**config.mk**
```make
export PLATFORM = sky130hd
export DESIGN_NAME = two_set_store_with_set_algebra
export DESIGN_NICKNAME = d
export VERILOG_FILES = /design/src/design/tss_pkg.sv /design/src/design/tss_ram.sv /design/src/design/two_set_store_with_set_algebra.sv
export VERILOG_INCLUDE_DIRS = /design/src /design/src/design
export SDC_FILE = /design/constraint.sdc
export NUM_CORES = 2
export LEC_CHECK = 0
export BUFFER_PORTS_ARGS = -buffer_cell sky130_fd_sc_hd__buf_2
export CAP_MARGIN = 20
export CORE_MARGIN = 8
export CORE_UTILIZATION = 45
export CTS_CLUSTER_SIZE = 25
export DETAILED_ROUTE_END_ITERATION = 7
export PLACE_DENSITY = 0.64
export SYNTH_ARGS = -nofsm -noshare
export SYNTH_HDL_FRONTEND = slang
export SYNTH_HIERARCHICAL = 1
export SYNTH_SLANG_ARGS = --single-unit
```
**constraint.sdc**
```tcl
create_clock -name clk -period 12.73 [get_ports clk]
set_input_delay 0.6365 -clock clk [delete_from_list [all_inputs] [get_ports clk]]
set_output_delay 0.6365 -clock clk [all_outputs]
set_load 0.005 [all_outputs]
```
**src/design/two_set_store_with_set_algebra_assert.svh**
```systemverilog
// ----------------------------------------------------------------------------
// Assertion macros for the two-set store
// Checks are clocked on clk and are disabled while rst is high.
// ----------------------------------------------------------------------------
`ifndef TWO_SET_STORE_WITH_SET_ALGEBRA_ASSERT_SVH
`define TWO_SET_STORE_WITH_SET_ALGEBRA_ASSERT_SVH

// The consequent must hold in the same cycle as the antecedent.
`define TSS_ASSERT_SAME(lbl, ante, cons) \
  lbl: assert property (@(posedge clk) disable iff (rst) (ante) |-> (cons)) \
    else $error("two_set_store: same-cycle check failed");

// The consequent must hold in the cycle after the antecedent.
`define TSS_ASSERT_NEXT(lbl, ante, cons) \
  lbl: assert property (@(posedge clk) disable iff (rst) (ante) |=> (cons)) \
    else $error("two_set_store: next-cycle check failed");

`endif

```
**src/design/tss_pkg.sv**
```systemverilog
// ----------------------------------------------------------------------------
// Two-set store package
// Sizes, operation and status codes, and the memory request type.
// ----------------------------------------------------------------------------
package tss_pkg;

  localparam int unsigned CAPACITY = 32;
  localparam int unsigned DATA_W   = 32;
  localparam int unsigned IDX_W    = (CAPACITY > 1) ? $clog2(CAPACITY) : 1;
  localparam int unsigned CNT_W    = $clog2(CAPACITY + 1);
  localparam int unsigned FUNC_W   = 3;
  localparam int unsigned STAT_W   = 2;

  localparam logic [FUNC_W-1:0] F_CLEAR   = 3'd0;
  localparam logic [FUNC_W-1:0] F_INS_A   = 3'd1;
  localparam logic [FUNC_W-1:0] F_INS_B   = 3'd2;
  localparam logic [FUNC_W-1:0] F_QUERY   = 3'd3;
  localparam logic [FUNC_W-1:0] F_COMPARE = 3'd4;
  localparam logic [FUNC_W-1:0] F_UNION   = 3'd5;
  localparam logic [FUNC_W-1:0] F_INTER   = 3'd6;
  localparam logic [FUNC_W-1:0] F_DIFF    = 3'd7;

  localparam logic [STAT_W-1:0] ST_OK   = 2'd0;
  localparam logic [STAT_W-1:0] ST_DUP  = 2'd1;
  localparam logic [STAT_W-1:0] ST_FULL = 2'd2;

  typedef struct packed {
    logic              rd_en;
    logic [IDX_W-1:0]  rd_addr;
    logic              wr_en;
    logic [IDX_W-1:0]  wr_addr;
    logic [DATA_W-1:0] wr_data;
  } ram_req_t;

endpackage

```
**src/design/tss_ram.sv**
```systemverilog
// ----------------------------------------------------------------------------
// Set element memory
// One write port and one read port, read data registered on a read enable.
// ----------------------------------------------------------------------------
module tss_ram (
  input  logic                      clk,
  input  tss_pkg::ram_req_t         req,
  output logic [tss_pkg::DATA_W-1:0] rdata
);

  logic [tss_pkg::DATA_W-1:0] mem [tss_pkg::CAPACITY];

  always_ff @(posedge clk) begin
    if (req.wr_en) begin
      mem[req.wr_addr] <= req.wr_data;
    end
    if (req.rd_en) begin
      rdata <= mem[req.rd_addr];
    end
  end

endmodule

```
**src/design/two_set_store_with_set_algebra.sv**
```systemverilog
// ----------------------------------------------------------------------------
// Two-set store with set algebra
// Clear goes straight to its single output word; insert, query and compare first scan both
// memories over max(|A|,|B|) entries, one entry per cycle, then update and put out one word.
// Runs step past each skipped entry, read then put out each element word, and step from A to B.
// One operation is in flight at a time; the next word is taken once the block is back in idle.
// Reset empties both sets at once; the element memories are not cleared.
// ----------------------------------------------------------------------------
module two_set_store_with_set_algebra (
  input  logic        clk,
  input  logic        rst,
  input  logic        s_tvalid,
  output logic        s_tready,
  input  logic [31:0] s_tdata,   // value[31:0]
  input  logic [2:0]  s_tuser,   // func[2:0]
  output logic        m_tvalid,
  input  logic        m_tready,
  output logic [39:0] m_tdata,   // element[31:0], in_a, in_b, a_subset_b,
                                 // a_strict_subset_b, sets_equal, status[1:0], pad
  output logic        m_tuser,   // element_valid
  output logic        m_tlast    // last
);

  localparam logic [2:0] S_IDLE   = 3'd0;
  localparam logic [2:0] S_SCAN   = 3'd1;
  localparam logic [2:0] S_UPD    = 3'd2;
  localparam logic [2:0] S_SINGLE = 3'd3;
  localparam logic [2:0] S_RUN_RD = 3'd4;
  localparam logic [2:0] S_RUN_WR = 3'd5;

  localparam logic [tss_pkg::CNT_W-1:0] FULL_CNT = tss_pkg::CNT_W'(tss_pkg::CAPACITY);
  localparam logic [tss_pkg::CNT_W-1:0] ONE_CNT  = tss_pkg::CNT_W'(1);

  logic [2:0]                       state;
  logic [tss_pkg::FUNC_W-1:0]       func_r;
  logic [tss_pkg::DATA_W-1:0]       value_r;
  logic [tss_pkg::CNT_W-1:0]        cnt_a;
  logic [tss_pkg::CNT_W-1:0]        cnt_b;
  logic [tss_pkg::CAPACITY-1:0]     a_in_b;
  logic [tss_pkg::CAPACITY-1:0]     b_in_a;
  logic [tss_pkg::CNT_W-1:0]        scan_idx;
  logic [tss_pkg::CNT_W-1:0]        pend_idx;
  logic                             pend_valid;
  logic                             hit_a;
  logic                             hit_b;
  logic [tss_pkg::IDX_W-1:0]        hit_a_idx;
  logic [tss_pkg::IDX_W-1:0]        hit_b_idx;
  logic                             in_a_r;
  logic                             in_b_r;
  logic [tss_pkg::STAT_W-1:0]       status_r;
  logic                             run_set;
  logic [tss_pkg::CNT_W-1:0]        run_idx;

  logic [tss_pkg::DATA_W-1:0]       out_elem;
  logic                             out_evalid;
  logic                             out_last;
  logic                             out_in_a;
  logic                             out_in_b;
  logic                             out_sub;
  logic                             out_strict;
  logic                             out_eq;
  logic [tss_pkg::STAT_W-1:0]       out_status;

  tss_pkg::ram_req_t                req_a;
  tss_pkg::ram_req_t                req_b;
  logic [tss_pkg::DATA_W-1:0]       rdata_a;
  logic [tss_pkg::DATA_W-1:0]       rdata_b;

  logic [tss_pkg::CNT_W-1:0]        scan_len;
  logic                             scan_more;
  logic                             ins_a_ok;
  logic                             ins_b_ok;
  logic                             out_free;
  logic                             out_load;
  logic [tss_pkg::CAPACITY-1:0]     valid_a;
  logic [tss_pkg::CAPACITY-1:0]     valid_b;
  logic [tss_pkg::CAPACITY-1:0]     emit_a;
  logic [tss_pkg::CAPACITY-1:0]     emit_b;
  logic [tss_pkg::CAPACITY-1:0]     above;
  logic                             sub;
  logic                             a_done;
  logic                             cur_bit;
  logic                             run_read;
  logic                             run_last;
  logic [tss_pkg::DATA_W-1:0]       run_data;

  tss_ram u_ram_a (.clk(clk), .req(req_a), .rdata(rdata_a));
  tss_ram u_ram_b (.clk(clk), .req(req_b), .rdata(rdata_b));

  assign s_tready  = (state == S_IDLE);
  assign out_free  = !m_tvalid || m_tready;
  assign out_load  = out_free && ((state == S_SINGLE) || (state == S_RUN_WR));
  assign scan_len  = (cnt_a > cnt_b) ? cnt_a : cnt_b;
  assign scan_more = (scan_idx < scan_len);
  assign ins_a_ok  = (func_r == tss_pkg::F_INS_A) && !hit_a && (cnt_a != FULL_CNT);
  assign ins_b_ok  = (func_r == tss_pkg::F_INS_B) && !hit_b && (cnt_b != FULL_CNT);

  assign valid_a = ~({tss_pkg::CAPACITY{1'b1}} << cnt_a);
  assign valid_b = ~({tss_pkg::CAPACITY{1'b1}} << cnt_b);
  assign sub     = &(a_in_b | ~valid_a);

  always_comb begin
    case (func_r)
      tss_pkg::F_UNION: emit_a = valid_a;
      tss_pkg::F_INTER: emit_a = valid_a & a_in_b;
      default:          emit_a = valid_a & ~a_in_b;
    endcase
  end

  assign emit_b   = (func_r == tss_pkg::F_UNION) ? (valid_b & ~b_in_a) : '0;
  assign above    = {tss_pkg::CAPACITY{1'b1}} << (run_idx + ONE_CNT);
  assign a_done   = !run_set && (run_idx >= cnt_a);
  assign cur_bit  = run_set ? emit_b[run_idx[tss_pkg::IDX_W-1:0]]
                            : emit_a[run_idx[tss_pkg::IDX_W-1:0]];
  assign run_read = !a_done && cur_bit;
  assign run_last = run_set ? ((emit_b & above) == '0)
                            : (((emit_a & above) == '0) && (emit_b == '0));
  assign run_data = run_set ? rdata_b : rdata_a;

  always_comb begin
    req_a = '0;
    req_b = '0;
    unique case (state)
      S_SCAN: begin
        req_a.rd_en   = scan_more;
        req_a.rd_addr = scan_idx[tss_pkg::IDX_W-1:0];
        req_b.rd_en   = scan_more;
        req_b.rd_addr = scan_idx[tss_pkg::IDX_W-1:0];
      end
      S_UPD: begin
        req_a.wr_en   = ins_a_ok;
        req_a.wr_addr = cnt_a[tss_pkg::IDX_W-1:0];
        req_a.wr_data = value_r;
        req_b.wr_en   = ins_b_ok;
        req_b.wr_addr = cnt_b[tss_pkg::IDX_W-1:0];
        req_b.wr_data = value_r;
      end
      S_RUN_RD: begin
        req_a.rd_en   = run_read && !run_set;
        req_a.rd_addr = run_idx[tss_pkg::IDX_W-1:0];
        req_b.rd_en   = run_read && run_set;
        req_b.rd_addr = run_idx[tss_pkg::IDX_W-1:0];
      end
      default: begin
      end
    endcase
  end

  always_ff @(posedge clk) begin
    if (rst) begin
      state      <= S_IDLE;
      cnt_a      <= '0;
      cnt_b      <= '0;
      pend_valid <= 1'b0;
      m_tvalid   <= 1'b0;
    end else begin
      if (m_tvalid && m_tready && !out_load) begin
        m_tvalid <= 1'b0;
      end
      unique case (state)
        S_IDLE: begin
          if (s_tvalid) begin
            func_r     <= s_tuser;
            value_r    <= s_tdata;
            scan_idx   <= '0;
            pend_valid <= 1'b0;
            hit_a      <= 1'b0;
            hit_b      <= 1'b0;
            in_a_r     <= 1'b0;
            in_b_r     <= 1'b0;
            status_r   <= tss_pkg::ST_OK;
            if (s_tuser == tss_pkg::F_CLEAR) begin
              cnt_a <= '0;
              cnt_b <= '0;
              state <= S_SINGLE;
            end else begin
              state <= S_SCAN;
            end
          end
        end
        S_SCAN: begin
          pend_valid <= scan_more;
          pend_idx   <= scan_idx;
          if (scan_more) begin
            scan_idx <= scan_idx + ONE_CNT;
          end
          if (pend_valid) begin
            if ((rdata_a == value_r) && (pend_idx < cnt_a)) begin
              hit_a     <= 1'b1;
              hit_a_idx <= pend_idx[tss_pkg::IDX_W-1:0];
            end
            if ((rdata_b == value_r) && (pend_idx < cnt_b)) begin
              hit_b     <= 1'b1;
              hit_b_idx <= pend_idx[tss_pkg::IDX_W-1:0];
            end
          end
          if (!scan_more && !pend_valid) begin
            state <= S_UPD;
          end
        end
        S_UPD: begin
          in_a_r <= hit_a || ins_a_ok;
          in_b_r <= hit_b || ins_b_ok;
          if (func_r == tss_pkg::F_INS_A) begin
            status_r <= hit_a ? tss_pkg::ST_DUP
                      : ((cnt_a == FULL_CNT) ? tss_pkg::ST_FULL : tss_pkg::ST_OK);
          end else if (func_r == tss_pkg::F_INS_B) begin
            status_r <= hit_b ? tss_pkg::ST_DUP
                      : ((cnt_b == FULL_CNT) ? tss_pkg::ST_FULL : tss_pkg::ST_OK);
          end
          if (ins_a_ok) begin
            a_in_b[cnt_a[tss_pkg::IDX_W-1:0]] <= hit_b;
            if (hit_b) begin
              b_in_a[hit_b_idx] <= 1'b1;
            end
            cnt_a <= cnt_a + ONE_CNT;
          end
          if (ins_b_ok) begin
            b_in_a[cnt_b[tss_pkg::IDX_W-1:0]] <= hit_a;
            if (hit_a) begin
              a_in_b[hit_a_idx] <= 1'b1;
            end
            cnt_b <= cnt_b + ONE_CNT;
          end
          run_set <= 1'b0;
          run_idx <= '0;
          if ((func_r <= tss_pkg::F_COMPARE) || ((emit_a == '0) && (emit_b == '0))) begin
            state <= S_SINGLE;
          end else begin
            state <= S_RUN_RD;
          end
        end
        S_SINGLE: begin
          if (out_free) begin
            m_tvalid   <= 1'b1;
            out_elem   <= '0;
            out_evalid <= 1'b0;
            out_last   <= 1'b1;
            out_in_a   <= in_a_r;
            out_in_b   <= in_b_r;
            out_sub    <= sub;
            out_strict <= sub && (cnt_a < cnt_b);
            out_eq     <= sub && (cnt_a == cnt_b);
            out_status <= status_r;
            state      <= S_IDLE;
          end
        end
        S_RUN_RD: begin
          if (a_done) begin
            run_set <= 1'b1;
            run_idx <= '0;
          end else if (cur_bit) begin
            state <= S_RUN_WR;
          end else begin
            run_idx <= run_idx + ONE_CNT;
          end
        end
        S_RUN_WR: begin
          if (out_free) begin
            m_tvalid   <= 1'b1;
            out_elem   <= run_data;
            out_evalid <= 1'b1;
            out_last   <= run_last;
            out_in_a   <= in_a_r;
            out_in_b   <= in_b_r;
            out_sub    <= sub;
            out_strict <= sub && (cnt_a < cnt_b);
            out_eq     <= sub && (cnt_a == cnt_b);
            out_status <= tss_pkg::ST_OK;
            run_idx    <= run_idx + ONE_CNT;
            state      <= run_last ? S_IDLE : S_RUN_RD;
          end
        end
        default: begin
          state <= S_IDLE;
        end
      endcase
    end
  end

  assign m_tdata = {1'b0, out_status, out_eq, out_strict, out_sub,
                    out_in_b, out_in_a, out_elem};
  assign m_tuser = out_evalid;
  assign m_tlast = out_last;

`include "two_set_store_with_set_algebra_assert.svh"

  `TSS_ASSERT_SAME(a_cnt_in_range, 1'b1, (cnt_a <= FULL_CNT) && (cnt_b <= FULL_CNT))
  `TSS_ASSERT_NEXT(busy_after_accept, s_tvalid && s_tready, state != S_IDLE)
  `TSS_ASSERT_SAME(strict_excludes_equal, m_tvalid, !(out_strict && out_eq))
  `TSS_ASSERT_NEXT(run_word_is_element, (state == S_RUN_WR) && out_free,
                   m_tvalid && out_evalid)

endmodule

```
==> metrics.md <==
| Metric | Value |
|---|---|
| Largest net degree at the start of global routing | `140` |
| Via density per instance | `around 6.0` |
| CP max FO | `a little under 60` |
| Drt initial violations | `between 6000 and 7000` |
| Routed met2 length | `roughly 130 mm` |
| Worst EP arrival | `roughly 6.5 ns` |
| CTS tree | `yes` |
| Maxcap violations | `0` |
| Port Buffers | `between 80 and 90` |
| Setup TNS | `0 ns` |
| Final ANT Viol Nets | `0` |
| # nets final | `between 6000 and 7000` |
| Overflow after GRT | `0` |
| Final hold vios | `0` |
| Slowest CP cell | `buf_4` |
| Critical Path End Type | `register` |
| Share of cells above drive strength 1 | `between 10% and 20%` |
| Cell Area, Synth | `95550 um2` |
| Initial antenna violation count | `6` |
| Critical path launch point type | `register` |
| Root Buffer | `clkbuf_16` |
| Post-route DRC | `0` |
| Post-detail-place hpwl | `roughly 150 mm` |
| Slew Limit Headroom | `between 20% and 30%` |
| Placed cells | `8750` |
| Via Count | `about 55000` |
| Reg clk slew, reported paths | `roughly 0.060 ns` |
| Cell mode on critical path | `buf_4` |
| Core area | `211700 um2` |
| CTS H-tree lvls | `4` |
| First drt pass iteration count | `6` |
| FMAX | `between 150 and 200 MHz` |
| Initial Util | `between 40% and 50%` |
| Vias in the first global route | `about 54000` |
| Wirelength, routed | `269.3 mm` |
| IR Drop Worst-Case VDD | `0.0001581 V` |
| Postcts setup bufs | `0` |
| Delay-heaviest family, CP | `buffers and inverters` |
| CTS Hold Bufs | `35` |
| Rows | `169` |
| Fin Hold WS | `around 0.24 ns` |
| Most used DFF post-synth | `edfxtp_1` |
| Metal-1 WL | `between 100 and 150 mm` |
| Tot Pwr | `about 18 mW` |
| Unrepaired setup endpoints after global routing | `no` |
| Syn nets | `slightly above 6000` |
| Post-synth ARST share | `0%` |
| Top-level I/O count | `83` |
| Routability cong. | `~0.9` |
| Status | `completed` |
| Die X | `roughly 480 um` |
| CP cell instances | `nor2b_1 -> nor2b_1 -> a22o_4 -> buf_4 -> buf_4 -> buf_4 -> mux2i_1 -> a22oi_1 -> nand3_1 -> nand3_1` |
| Synth unique cells | `90` |
| Syn_area_per_cell | `between 15 and 20 um2` |
| CTS Buf Count | `~220` |
| Cells after Synth | `just over 6000` |
| DIE AREA | `~230000 um2` |
| Fin cells | `just over 9000` |
| Slew Limit Fails | `0` |
| Worst-margin pin slew | `between 1 and 1.5 ns` |
| Die height | `476.8 um` |
| DR WL/cell | `29.26 um` |
| Global-route wire length before repair | `around 380 mm` |
| GRT Total Usage | `a little under a quarter` |
| Yosys reg bits | `around 2300` |
| Final Setup Violations | `0` |
| Skew final | `between 0.04 and 0.05 ns` |
| Sequential area share after synthesis | `72.23%` |
| Clk buf depth | `3` |
| Max Used Layer | `met4` |
| Number of synthesized flops with an enable pin | `2287` |
| Lkg Pwr | `34.46 nW` |
| DR WL met3 | `19.44 mm` |
| CP max stage delay | `slightly above 0.9 ns` |
| PwrDens | `roughly 160 nW/um2` |
| Crit share post-route | `a little under half` |
| CP bufs+invs | `3` |
| Clock Latency Late Sink | `approximately 0.86 ns` |
| Worst hold path class | `in2reg` |
| Crit path kind | `reg2reg` |
| CP Data Required Time | `13.30 ns` |
| # clock sinks | `~2300` |
| Post-route minimum period | `~6 ns` |
| Post-CTS sizing | `0` |
| Yosys warning count | `6` |
| Layout area overhead | `11.65%` |
-- synthesized netlist by cell type, drive strengths merged (5+ instances only) --
cell        n  area share [%]
a2111oi     7           0.065
a211oi     54            0.43
a21o        7           0.055
a21oi     311             1.6
a221o      12            0.13
a221oi      6           0.062
a22o      134             1.2
a22oi     212             1.7
a311oi      6           0.055
a31oi      80            0.52
and2       14           0.092
and3       41            0.27
buf       203             1.4
clkbuf    151            0.61
dfxtp      17            0.36
edfxtp   2287              72
ha         46            0.60
inv        39            0.15
mux2       12            0.14
mux2i    1105              12
nand2     301             1.2
nand2b     25            0.16
nand3     237             1.2
nand3b     20            0.16
nand4      24            0.16
nor2      233            0.92
nor2b      23            0.15
nor3      113            0.62
nor3b       6           0.047
nor4       23            0.16
o211ai      9           0.071
o21a        5           0.039
o21ai      87            0.46
o221ai      9           0.083
o22ai      10           0.065
o31ai       6           0.047
or3        11           0.072
or3b        7           0.064
or4         7           0.055
xnor2      20            0.18
xor2       58            0.53
-- stage by stage --
step | cell area (um2) | util [%] | setup WS [ns]
3_3_place_gp | 99450 | 46.99 | 7.010
6_report | 106700 | 50.40 | 6.784
4_1_cts | 106600 | 50.37 | 6.906
5_1_grt | 106700 | 50.39 | 6.471
2_1_floorplan | 95550 | - | 8.509
3_5_place_dp | 99450 | 46.99 | 6.897
-- power breakdown --
part	switching (mW)	internal (mW)
sequential	0.118	8.62
clock	2.81	3.41
combinational	1.77	0.813
-- worst reg2reg max path, stage by stage (launching register included) --
cell	delay (ns)
dfxtp_1	0.59
nor2b_1	0.29
nor2b_1	0.65
a22o_4	0.82
buf_4	0.70
buf_4	0.96
buf_4	0.97
mux2i_1	0.36
a22oi_1	0.12
nand3_1	0.15
nand3_1	0.08
-- sequential cells by signal (all words and copies together), names as in the netlist, 32 cells and up --
signal / cells
a_in_b: 32
u_ram_b/rdata: 32
value_r: 32
u_ram_b/mem: 1024
out_elem: 32
u_ram_a/rdata: 32
b_in_a: 32
u_ram_a/mem: 1024
-- worst paths after layout --
path	start	slack, ns	endpoint	cells past startpoint
setup / recovery	state[2]$_SDFFE_PP0P_	6.78	u_ram_b/rdata[16]$_DFFE_PP_	10
hold / removal	m_tready	0.24	m_tvalid$_SDFF_PP0_	3
setup reg to reg	state[2]$_SDFFE_PP0P_	6.78	u_ram_b/rdata[16]$_DFFE_PP_	10
hold reg to reg	in_b_r$_SDFFCE_PN0P_	0.43	out_in_b$_DFFE_PP_	0
-- kinds of logic (layout without fill, tap and decap cells) --
logic type	Yosys count	in the layout	synth area share, %
xor gates and xnor gates	78	78	0.7150
AOI/OAI and AO/OA	992	992	6.961
and+or+nand+nor	1101	1101	5.492
adders and majority gates	48	48	0.6233
DFF	2304	2304	72.23
buffers and inverters	395	731	2.208
muxes	1119	1119	11.76
other	1	9	0.003925
-- metal layers --
| layer | track usage [%] | vias to the layer above |
|---|---|---|
| met4 | 7.808 | 0 |
| met2 | 38.60 | 2399 |
| met1 | 29.99 | 28498 |
| li1 | - | 24089 |
| met5 | 0 | - |
| met3 | 3.304 | 470 |
-- layout make-up --
cell class              instances  area, um2
inverters                      41      153.9
clock inverters               135       1021
diodes                          8      20.02
clock buffers                 273       5789
repair buffers                282       2110
multi-input cells            3339      25040
fillers                     17261     105000
well taps                    2821       3530
flip-flops and latches       2304      69020
-- layout by cell type (no fill, tap or decap), types with 12 or more instances in the layout --
master and instances:
a22o_1 133, a31oi_1 80, nand3_1 237, nor3_1 107, clkinv_2 47, xor2_1 58, dlygate4sd3_1 35, clkbuf_16 224
clkbuf_1 49, o21ai_1 30, a21oi_1 311, o21ai_0 57, nor2_4 69, a221o_1 12, dfxtp_1 16, mux2i_1 1105
ha_1 46, nor2_1 163, buf_4 158, nand3b_1 20, clkinv_1 60, inv_1 33, nor4_1 22, and3_2 32
a211oi_1 53, nand2_1 298, xnor2_1 20, buf_2 81, nand4_1 24, nand2b_1 21, nor2b_1 20, a22oi_1 212
edfxtp_1 2287
Power figures use the tool's default switching activity.
